==> src/hdl/i2cscr_pkg.sv <==
`default_nettype none

package i2cscr_pkg;

  // bus event codes
  typedef enum logic [1:0] {
    OP_START  = 2'd0,
    OP_SHIFT  = 2'd1,
    OP_STOP   = 2'd2,
    OP_SAMPLE = 2'd3
  } op_e;

  // shifter action codes
  typedef enum logic [2:0] {
    ACT_NONE      = 3'd0,
    ACT_SEND_ACK  = 3'd1,
    ACT_SEND_DATA = 3'd2,
    ACT_READ_ACK  = 3'd3,
    ACT_READ_DATA = 3'd4,
    ACT_RELEASE   = 3'd5
  } action_e;

  // configuration register indexes
  localparam int unsigned CfgIdxW = 3;
  localparam logic [CfgIdxW-1:0] CFG_OWN_ADDRESS    = 3'd0;
  localparam logic [CfgIdxW-1:0] CFG_SET_LED_CODE   = 3'd1;
  localparam logic [CfgIdxW-1:0] CFG_CLEAR_LED_CODE = 3'd2;
  localparam logic [CfgIdxW-1:0] CFG_READ_SAMPLE    = 3'd3;
  localparam logic [CfgIdxW-1:0] CFG_IDLE_CODE      = 3'd4;

  // configuration reset values
  localparam logic [6:0] OWN_ADDRESS_RST    = 7'd32;
  localparam logic [7:0] SET_LED_CODE_RST   = 8'h01;
  localparam logic [7:0] CLEAR_LED_CODE_RST = 8'h02;
  localparam logic [7:0] READ_SAMPLE_RST    = 8'hC0;
  localparam logic [7:0] IDLE_CODE_RST      = 8'h00;

  // protocol constants
  localparam logic [7:0] READ_THRESHOLD = 8'hC0;
  localparam logic [7:0] GENERAL_CALL   = 8'h00;

  typedef struct packed {
    op_e        op;
    logic [7:0] value;
  } in_t;

  typedef struct packed {
    action_e    action;
    logic [7:0] tx_byte;
    logic       led_on;
    logic       stop_seen;
  } out_t;

endpackage

`default_nettype wire

==> src/hdl/i2c_slave_command_responder.sv <==
// Byte-level I2C slave engine driven by bus events.
// Input channel (in_valid_i / in_stall_o / in_data_i) carries one event per
// transaction: start, completed shift with the shifted byte, stop, or a new
// sample. Output channel (out_valid_o / out_stall_i / out_data_o) returns one
// result per event: shifter action, byte to transmit, LED level, stop flag.
// Configuration writes (cfg_valid_i / cfg_ready_o, index and data) are always
// ready; the user must issue them only while no event is in flight, which the
// block itself does not enforce. An accepted event is held in the input
// register; its result is written to the result register once that is free.
// Throughput: one event per cycle while the receiver does not stall; an
// input register and a result register in series, with the combinational
// phase update between them.
// The input side stalls only when its register is full and the result
// register is held by a stalled receiver; a held result stays unchanged.
// Reset: address 32, set LED 0x01, clear LED 0x02, read sample 0xC0, idle
// 0x00; phase check address, no pending command, sample zero, LED off,
// both pipeline registers empty.
`default_nettype none

module i2c_slave_command_responder (
  input  wire logic                               clk_i,
  input  wire logic                               rst_ni,
  input  wire logic                               in_valid_i,
  output logic                                    in_stall_o,
  input  wire i2cscr_pkg::in_t                    in_data_i,
  output logic                                    out_valid_o,
  input  wire logic                               out_stall_i,
  output i2cscr_pkg::out_t                        out_data_o,
  input  wire logic                               cfg_valid_i,
  output logic                                    cfg_ready_o,
  input  wire logic [i2cscr_pkg::CfgIdxW-1:0]     cfg_index_i,
  input  wire logic [7:0]                         cfg_data_i
);

  typedef enum logic [2:0] {
    PH_CHECK_ADDR = 3'd0,
    PH_SEND_DATA  = 3'd1,
    PH_PREP_ACK   = 3'd2,
    PH_CHECK_ACK  = 3'd3,
    PH_REQ_DATA   = 3'd4,
    PH_GET_DATA   = 3'd5
  } phase_e;

  logic [6:0] own_addr_q;
  logic [7:0] set_code_q;
  logic [7:0] clr_code_q;
  logic [7:0] rd_code_q;
  logic [7:0] idle_code_q;

  logic             s1_valid_q;
  i2cscr_pkg::in_t  s1_data_q;
  logic             advance;

  phase_e           phase_q, phase_d;
  logic [7:0]       pend_q, pend_d;
  logic [7:0]       sample_q, sample_d;
  logic             led_q, led_d;
  logic             out_valid_q;
  i2cscr_pkg::out_t out_q, out_d;

  // configuration registers, always ready
  assign cfg_ready_o = 1'b1;

  always_ff @(posedge clk_i or negedge rst_ni) begin
    if (!rst_ni) begin
      own_addr_q  <= i2cscr_pkg::OWN_ADDRESS_RST;
      set_code_q  <= i2cscr_pkg::SET_LED_CODE_RST;
      clr_code_q  <= i2cscr_pkg::CLEAR_LED_CODE_RST;
      rd_code_q   <= i2cscr_pkg::READ_SAMPLE_RST;
      idle_code_q <= i2cscr_pkg::IDLE_CODE_RST;
    end else if (cfg_valid_i) begin
      case (cfg_index_i)
        i2cscr_pkg::CFG_OWN_ADDRESS:    own_addr_q  <= cfg_data_i[6:0];
        i2cscr_pkg::CFG_SET_LED_CODE:   set_code_q  <= cfg_data_i;
        i2cscr_pkg::CFG_CLEAR_LED_CODE: clr_code_q  <= cfg_data_i;
        i2cscr_pkg::CFG_READ_SAMPLE:    rd_code_q   <= cfg_data_i;
        i2cscr_pkg::CFG_IDLE_CODE:      idle_code_q <= cfg_data_i;
        default: ;
      endcase
    end
  end

  // handshake: the held event moves on when the result register is free
  assign advance    = s1_valid_q && (!out_valid_q || !out_stall_i);
  assign in_stall_o = s1_valid_q && !advance;

  // input register
  always_ff @(posedge clk_i or negedge rst_ni) begin
    if (!rst_ni) begin
      s1_valid_q <= 1'b0;
    end else if (!in_stall_o) begin
      s1_valid_q <= in_valid_i;
    end
  end

  always_ff @(posedge clk_i) begin
    if (in_valid_i && !in_stall_o) begin
      s1_data_q <= in_data_i;
    end
  end

  // event decode and phase update
  always_comb begin
    phase_d           = phase_q;
    pend_d            = pend_q;
    sample_d          = sample_q;
    led_d             = led_q;
    out_d.action      = i2cscr_pkg::ACT_NONE;
    out_d.tx_byte     = 8'h00;
    out_d.stop_seen   = 1'b0;
    case (s1_data_q.op)
      i2cscr_pkg::OP_START: begin
        phase_d      = PH_CHECK_ADDR;
        out_d.action = i2cscr_pkg::ACT_READ_DATA;
      end
      i2cscr_pkg::OP_SHIFT: begin
        case (phase_q)
          PH_CHECK_ADDR: begin
            if (s1_data_q.value == i2cscr_pkg::GENERAL_CALL ||
                s1_data_q.value[7:1] == own_addr_q) begin
              if (s1_data_q.value[0]) begin
                // read request needs an armed command
                if (pend_q >= i2cscr_pkg::READ_THRESHOLD) begin
                  phase_d      = PH_SEND_DATA;
                  out_d.action = i2cscr_pkg::ACT_SEND_ACK;
                end else begin
                  phase_d      = PH_CHECK_ADDR;
                  out_d.action = i2cscr_pkg::ACT_RELEASE;
                end
              end else begin
                phase_d      = PH_REQ_DATA;
                out_d.action = i2cscr_pkg::ACT_SEND_ACK;
              end
            end else begin
              phase_d      = PH_CHECK_ADDR;
              out_d.action = i2cscr_pkg::ACT_RELEASE;
            end
          end
          PH_CHECK_ACK, PH_SEND_DATA: begin
            if (phase_q == PH_CHECK_ACK && s1_data_q.value[0]) begin
              // master nack ends the read
              phase_d      = PH_CHECK_ADDR;
              out_d.action = i2cscr_pkg::ACT_RELEASE;
            end else begin
              // shifter keeps its byte unless a sample read is armed
              out_d.tx_byte = s1_data_q.value;
              if (pend_q == rd_code_q) begin
                pend_d        = idle_code_q;
                out_d.tx_byte = sample_q;
              end
              phase_d      = PH_PREP_ACK;
              out_d.action = i2cscr_pkg::ACT_SEND_DATA;
            end
          end
          PH_PREP_ACK: begin
            phase_d      = PH_CHECK_ACK;
            out_d.action = i2cscr_pkg::ACT_READ_ACK;
          end
          PH_REQ_DATA: begin
            phase_d      = PH_GET_DATA;
            out_d.action = i2cscr_pkg::ACT_READ_DATA;
          end
          PH_GET_DATA: begin
            // command byte; led commands take priority
            pend_d       = s1_data_q.value;
            phase_d      = PH_REQ_DATA;
            out_d.action = i2cscr_pkg::ACT_SEND_ACK;
            if (s1_data_q.value == set_code_q) begin
              led_d  = 1'b1;
              pend_d = idle_code_q;
            end else if (s1_data_q.value == clr_code_q) begin
              led_d  = 1'b0;
              pend_d = idle_code_q;
            end
          end
          default: begin
            out_d.action = i2cscr_pkg::ACT_NONE;
          end
        endcase
      end
      i2cscr_pkg::OP_STOP: begin
        out_d.action    = i2cscr_pkg::ACT_RELEASE;
        out_d.stop_seen = 1'b1;
      end
      i2cscr_pkg::OP_SAMPLE: begin
        sample_d = s1_data_q.value;
      end
      default: ;
    endcase
    out_d.led_on = led_d;
  end

  // engine state and result register
  always_ff @(posedge clk_i or negedge rst_ni) begin
    if (!rst_ni) begin
      phase_q     <= PH_CHECK_ADDR;
      pend_q      <= i2cscr_pkg::IDLE_CODE_RST;
      sample_q    <= 8'h00;
      led_q       <= 1'b0;
      out_q       <= '0;
      out_valid_q <= 1'b0;
    end else begin
      if (advance) begin
        phase_q  <= phase_d;
        pend_q   <= pend_d;
        sample_q <= sample_d;
        led_q    <= led_d;
        out_q    <= out_d;
      end
      if (advance) begin
        out_valid_q <= 1'b1;
      end else if (!out_stall_i) begin
        out_valid_q <= 1'b0;
      end
    end
  end

  assign out_valid_o = out_valid_q;
  assign out_data_o  = out_q;

  // a stop result always releases the bus
  assert property (@(posedge clk_i) disable iff (!rst_ni)
    out_valid_o && out_data_o.stop_seen |-> out_data_o.action == i2cscr_pkg::ACT_RELEASE)
    else $error("stop result without release action");

  // transmit byte is zero unless data is being sent
  assert property (@(posedge clk_i) disable iff (!rst_ni)
    out_valid_o && out_data_o.action != i2cscr_pkg::ACT_SEND_DATA
      |-> out_data_o.tx_byte == 8'h00)
    else $error("tx byte set without send data");

  // led level changes only with an acknowledged command byte
  assert property (@(posedge clk_i) disable iff (!rst_ni)
    advance && led_d != led_q |=> out_data_o.action == i2cscr_pkg::ACT_SEND_ACK)
    else $error("led changed outside a command write");

endmodule

`default_nettype wire

==> config.mk <==
export PLATFORM = sky130hd
export DESIGN_NAME = i2c_slave_command_responder
export DESIGN_NICKNAME = d
export VERILOG_FILES = /design/src/hdl/i2cscr_pkg.sv /design/src/hdl/i2c_slave_command_responder.sv
export SDC_FILE = /design/constraint.sdc
export NUM_CORES = 1
export LEC_CHECK = 0
export ABC_AREA = 1
export BUFFER_PORTS_ARGS = -buffer_cell sky130_fd_sc_hd__buf_2
export CAP_MARGIN = 20
export CORE_ASPECT_RATIO = 0.7
export CORE_UTILIZATION = 53
export CTS_CLUSTER_SIZE = 16
export DETAILED_ROUTE_END_ITERATION = 10
export PLACE_DENSITY = 0.76
export SETUP_SLACK_MARGIN = 0.4
export SLEW_MARGIN = 15
export SYNTH_ARGS = -nofsm -noshare
export SYNTH_HDL_FRONTEND = slang
export SYNTH_SLANG_ARGS = --single-unit
export TNS_END_PERCENT = 100
==> constraint.sdc <==
create_clock -name clk_i -period 1.4 [get_ports clk_i]
set_input_delay 0.35 -clock clk_i [delete_from_list [all_inputs] [get_ports clk_i]]
set_output_delay 0.35 -clock clk_i [all_outputs]
set_load 0.01 [all_outputs]
Yosys cells after proc, flatten, opt, wreduce, memory -nomap -nowiden
Index checks and enable logic that the tools add are counted.
Cells by class
  muxes and demuxes: 28
  eq/ne operators: 20
  $lt $le $gt $ge: 1
  reduce and logical (&&, ||, !) cells: 27
Operators by type and width (number)
  two-way mux 8 bit: 8
  case mux 3 bit (5 select lines): 2
  equality test 8 bit: 3
  two-way mux 3 bit: 6
  case mux 8 bit (2 select lines): 1
  equality test 3 x 2 -> 1 bit, second input constant: 4
  AND reduction 2 bit: 6
  equality test 3 bit, second input constant: 3
  case mux 3 bit (3 select lines): 1
  greater-or-equal comparator 8 bit, second input constant: 1
  zero test 8 bit: 1
  two-way mux 1 bit: 8
  equality test 7 bit: 1
  equality test 3 x 1 -> 1 bit, second input constant: 2
  zero test 3 bit: 2
  inequality test 6 x 1 -> 1 bit, second input constant: 1
  case mux 3 bit (2 select lines): 1
  nonzero test 2 bit: 3
  AND reduction 5 bit: 1
  equality test 2 bit, second input constant: 2
  logical AND 1 bit: 4
  zero test 1 bit: 4
  inequality test 2 bit, second input constant: 2
  AND reduction 4 bit: 1
  7 further kinds: 8
Word-level totals
  register bits: 83
  output and inout bits: 16
  input bits: 26

Longest topological paths before layout
  depth after elaboration: 7
  gate-level depth with buffers: 12

Least setup slack after synthesis
Ideal clock, no wire load.
  path kind: reg-to-reg
  start point: register rd_code_q[7]
  end point: register pend_q[6]
  cell stages (with the launch flop): 8
  setup time: 119 ps
  period minus slack after synthesis: 1504 ps
  required time: 1281 ps
  path buffers: 0
  data arrival time: 1384 ps
  slack: -104 ps
  cell sequence: dfstp_2 > xor2_1 > nor3_1 > nand2_1 > a21oi_4 > inv_2 > nand2_1 > o21ai_2
On the way
  longest elaborated chain between the ends: 3
RTL lines
  start, declared: RTL line i2c_slave_command_responder.sv:47  | logic [7:0] rd_code_q;
  start signal, assigned: RTL line i2c_slave_command_responder.sv:69  | rd_code_q <= i2cscr_pkg::READ_SAMPLE_RST;
  start signal, assigned: RTL line i2c_slave_command_responder.sv:76  | i2cscr_pkg::CFG_READ_SAMPLE: rd_code_q <= cfg_data_i;
  equality test 8 bit: RTL line i2c_slave_command_responder.sv:147  | if (pend_q == rd_code_q) begin
  inequality test 2 bit (no source line)
  AND reduction 5 bit (no source line)
  end signal, assigned: RTL line i2c_slave_command_responder.sv:197  | pend_q <= i2cscr_pkg::IDLE_CODE_RST;
  end signal, assigned: RTL line i2c_slave_command_responder.sv:205  | pend_q <= pend_d;
  end, declared: RTL line i2c_slave_command_responder.sv:55  | logic [7:0] pend_q, pend_d;
No other way between the ends.
A chain may end at the register's enable or synchronous reset.

Worst setup path after layout
  start point: register s1_data_q[3] (netlist bit)
  end point: register phase_q[0]
On the way
  longest elaborated chain between the ends: 5
RTL lines
  start, declared: RTL line i2c_slave_command_responder.sv:51  | i2cscr_pkg::in_t s1_data_q;
  start signal, assigned: RTL line i2c_slave_command_responder.sv:98  | s1_data_q <= in_data_i;
  equality test 7 bit / zero test 8 bit (equally long branches): RTL line i2c_slave_command_responder.sv:120, i2c_slave_command_responder.sv:119
  logical OR 1 bit (*): RTL line i2c_slave_command_responder.sv:119  | if (s1_data_q.value == i2cscr_pkg::GENERAL_CALL ||
  two-way mux 3 bit (*): RTL line i2c_slave_command_responder.sv:119
  case mux 3 bit (5 select lines) (*): RTL line i2c_slave_command_responder.sv:117  | case (phase_q)
  case mux 3 bit (2 select lines) (*): RTL line i2c_slave_command_responder.sv:111  | case (s1_data_q.op)
  end signal, assigned: RTL line i2c_slave_command_responder.sv:204  | phase_q <= phase_d;
  end, declared: RTL line i2c_slave_command_responder.sv:54  | phase_e phase_q, phase_d;
Mark *: on every way between the ends. The rest lies on a longest branch, timed or not.

==> results.md <==
- The overall track demand over capacity in global routing is 0.2850.
- The routability congestion estimate is roughly 0.95.
- For this design, the slowest cell found on the critical path is sky130_fd_sc_hd__edfxtp_1.
- The flow ran to the end, but the final reports show violations.
- The area share of the largest cell type after synthesis is 0.4309.
- The post-layout net count is 600.
- The pin slew with the least headroom to its limit is 0.5297 ns.
- In this run the horizontal extent of the chip is 105.2 µm.
- The worst setup path is captured at a flip-flop.
- The finished cells cover 5383 µm².
- The maximum number of pins on one net before global-route repair is 39.
- The floorplan step defined a die boundary enclosing just under 8000 µm².
- In this design, the stage delay of the slowest critical-path cell is 0.52 ns.
- The tree is rooted in a sky130_fd_sc_hd__clkbuf_8.
- The number of clock sinks is 83.
- In this run the register-to-register setup slack is -0.29 ns.
- Traced cell by cell, the critical path runs through buf_6, nand2_2, nand2_1, nor2_1, nand2_1, o21bai_2, nand2_1, nand2_1, nand4_1, o21ai_1.
- The number of global-route vias before repair is 3182.
- The final reports fail on negative setup slack.
- The maximum count of clock buffers along a single path is 2.
- Across the VDD grid, the largest voltage drop is between 900 and 1000 µV.
- By area the synthesized netlist is led by sky130_fd_sc_hd__dfrtp_1 43%, sky130_fd_sc_hd__nand2_1 13%, sky130_fd_sc_hd__o21ai_0 8.2%, sky130_fd_sc_hd__edfxtp_1 7.6%, sky130_fd_sc_hd__inv_1 4.5%.
- Measured along the y axis, the die boundary spans about 74 µm.
- Among all cell types in the netlist, the one instantiated most often is sky130_fd_sc_hd__nand2_1.
- The top flip-flop cell by instance count after synthesis is sky130_fd_sc_hd__dfrtp_1.
- The clock arrives with 0.008687 ns of skew.
- The clock reaches the later pin of the worst-skew pair after 0.37 ns.
- The number of nets handed over by synthesis was 488.
- The synthesized design contains 10 enable-type register cells.
- The number of placement rows is 25.
- In this design, the critical path's most frequently occurring cell is sky130_fd_sc_hd__nand2_1.
- sky130_fd_sc_hd__dfrtp_1 takes more of the synthesized area than any other cell.
- The buffers plus inverters on the worst setup path is 1.
- After clock tree synthesis, the clock-pin slew on the worst setup and hold paths is 0.09 ns.
- The number of clock buffers added by TritonCTS is 9.
- The leakage power total is 0.002656 µW.
- The proportion of synthesized chip area in sequential cells is 0.5402.
- The time the worst path needs with I/O delays and setup is 1.691 ns.
- In the synthesized netlist the async set-or-reset flop fraction comes to 0.8795.
- The count of TritonRoute iterations in the first routing pass is 5.
- After detailed routing, the met2 layer carries 5273 µm of wire.
- The Yosys step of the flow raised 0 warnings.
- TritonCTS built the clock tree.
- The number of library cell types mapped by synthesis is 38.
- The highest metal layer used by the detailed router is met4.
- In the final layout, the share of cells above drive strength 1 is 0.3644.
- The mapped cell area is 3949 µm².
- The final-report hold violation count is 0.
- The first global-routing pass estimated 16300 µm of wire.
- Synthesis inferred 83 register bits.
- Timing would allow up to 591.2 MHz.
- The placeable core region is between 6000 and 7000 µm².
- The worst register-to-register path ends at phase_q[0].
- The count of cells along the worst register-to-register path is 10.
- The number of remaining DRC errors is 0.
- Setup repair after global routing could not meet its margin everywhere.
- The H-tree was split into 3 levels.
- Dividing the detail-routed wire length by the instance count gives 16.87 µm.
- Compared with the post-synthesis result, the final layout area differs by 36.31%.
- The antenna cell count is 0.
- The startpoint-to-endpoint class of the critical path is reg -> reg.
- The HPWL after detailed placement is 6974 µm.
- The final critical-path share of the clock period is 1.208.
- The antenna violation net count after detailed routing is 0.
- Using the TritonRoute via totals, the vias-per-cell ratio works out to 5.462.
- The final worst setup slack is -0.2914 ns.
- The number of placed instances, taps included, is 619.
- Broken down by cell family, the worst path's largest delay share belongs to simple AND/OR/NAND/NOR gates.
- The worst flop-to-flop path startpoint is s1_data_q[3].
- In the final routing, the length of wire on met1 measures approximately 4800 µm.
- In this run the power density over the cells is ~1400 nW/µm².
- In the synthesized netlist, the cells that appear most often are 135 x sky130_fd_sc_hd__nand2_1, 68 x sky130_fd_sc_hd__dfrtp_1, 65 x sky130_fd_sc_hd__o21ai_0, 47 x sky130_fd_sc_hd__inv_1, 41 x sky130_fd_sc_hd__nor2_1.
- The quantity of I/O buffers inserted on ports is 40.
- The number of setup violations in the final report is 22.
- The startpoint class of the critical path is a flip-flop.
- The routed design uses 859 µm of met3 wire.
- The setup slack at placement is -0.2374 ns.
- After detailed placement, the total cell area comes to 4591 µm².
- The routed design has 11350 µm of wire.
- Each instance of the synthesized netlist takes up on average 8.547 µm².
- Of all nets on the critical path, the largest fanout is 4.
- The total count of max-transition violations in the final report is 0.
- The data required time at the worst endpoint is 1.70 ns.
- Headroom to the max-slew limit came out at 0.6469.
- The routed layout has around 3.7k vias.
- The launch point of the critical path is s1_data_q[3].
- STA puts the critical path data arrival time at 1.99 ns.
- The initial antenna violation count came to 0.
- The path class of the lowest-slack min-delay path is in -> async.
- The total congestion overflow is 0.
- The number of standard cells in the layout, taps in and fillers out is 673.
- The max-cap check violation count is 0.
- During I/O placement, the number of pins put on the boundary was between 40 and 50.
- In this run, the number of DRC markers left after iteration 0 of detailed routing was 373.
- After technology mapping, the gate count stands at 462.
- The initial utilization of the core area, before any placement, comes to 0.5661.
kinds of logic after synthesis:
kind of cell	Yosys count	synth area share
simple gates	204	0.2158
compound gates	86	0.1176
flops	83	0.5402
buf+inv	68	0.08111
xor+xnor	20	0.04436
other cells	1	0.0009497
layer usage:
layer,GRT usage,up-vias
met5,0,-
met4,0.1049,0
met3,0.06748,48
met2,0.4393,189
met1,0.4003,1746
li1,-,1693
worst max path at each step:
stage	end	slack, ns	depth (start not counted)
after floorplan	pend_q[6]	-0.08	9
after global placement	out_data_o[7]	-0.22	8
after global routing	phase_q[0]	-0.41	10
after CTS	out_data_o[12]	-0.19	11
final	phase_q[0]	-0.29	10
after detailed placement	pend_q[0]	-0.24	7
flip-flops by register name, indices dropped and copies added (netlist names):
| register | cells |
|---|---|
| out_data_o | 13 |
| s1_data_q | 10 |
| clr_code_q | 8 |
| idle_code_q | 8 |
| pend_q | 8 |
| rd_code_q | 8 |
| sample_q | 8 |
| set_code_q | 8 |
| own_addr_q | 7 |
| phase_q | 3 |
| out_valid_o | 1 |
| s1_valid_q | 1 |
where the power goes:
part	switching (µW)	internal (µW)	total, µW
logic	1340	1100	2440
clock network	903	1000	1900
registers	372	2920	3300
total	2620	5030	7640
per-stage QoR:
step | setup TNS, ns | power [µW] | hold WS, ns | utilization
floorplan | -0.5477 | 4426 | 0.05441 | -
global placement | -3.016 | 4994 | 0.2868 | 0.6581
detailed placement | -3.524 | 5076 | 0.2930 | 0.6581
CTS | -2.812 | 7189 | 0.03535 | 0.7351
global route | -5.986 | 8015 | 0.02168 | 0.7717
finish | -3.996 | 7643 | 0.03259 | 0.7717
cell type report:
type                            count  area, µm²
Timing Repair inverter              1      7.507
Multi-Input combinational cell    312       1797
Sequential cell                    83       2135
Clock inverter                      7      92.59
Fill cell                         470       1593
Tap cell                           94      117.6
Inverter                           50      214.0
Clock buffer                        9      123.9
Timing Repair Buffer              117      895.9
cell usage in the layout, fill, tap and decap left out, drive strengths merged:
cell	n
o21ai	74
dfrtp	68
o22ai	1
xnor2	6
nand4	3
dfstp	5
nand3	12
clkbuf	9
a21oi	8
nor3	8
edfxtp	10
xor2	14
clkinv	5
bufinv	2
conb	1
a31oi	1
o211ai	1
inv	49
clkinvlp	2
nand2	135
buf	116
or2	2
nor2	44
nor4	1
dlymetal6s4s	1
o21bai	1
timing repair:
item,4_1_cts,5_1_grt
setup endpoints to repair,57,68
hold endpoints to repair,10,0
cloned,2,0
gates resized for setup,40,48
pin swaps,18,19
setup buffers,20,15
hold buffers,1,0
Power figures use the tool's default switching activity.
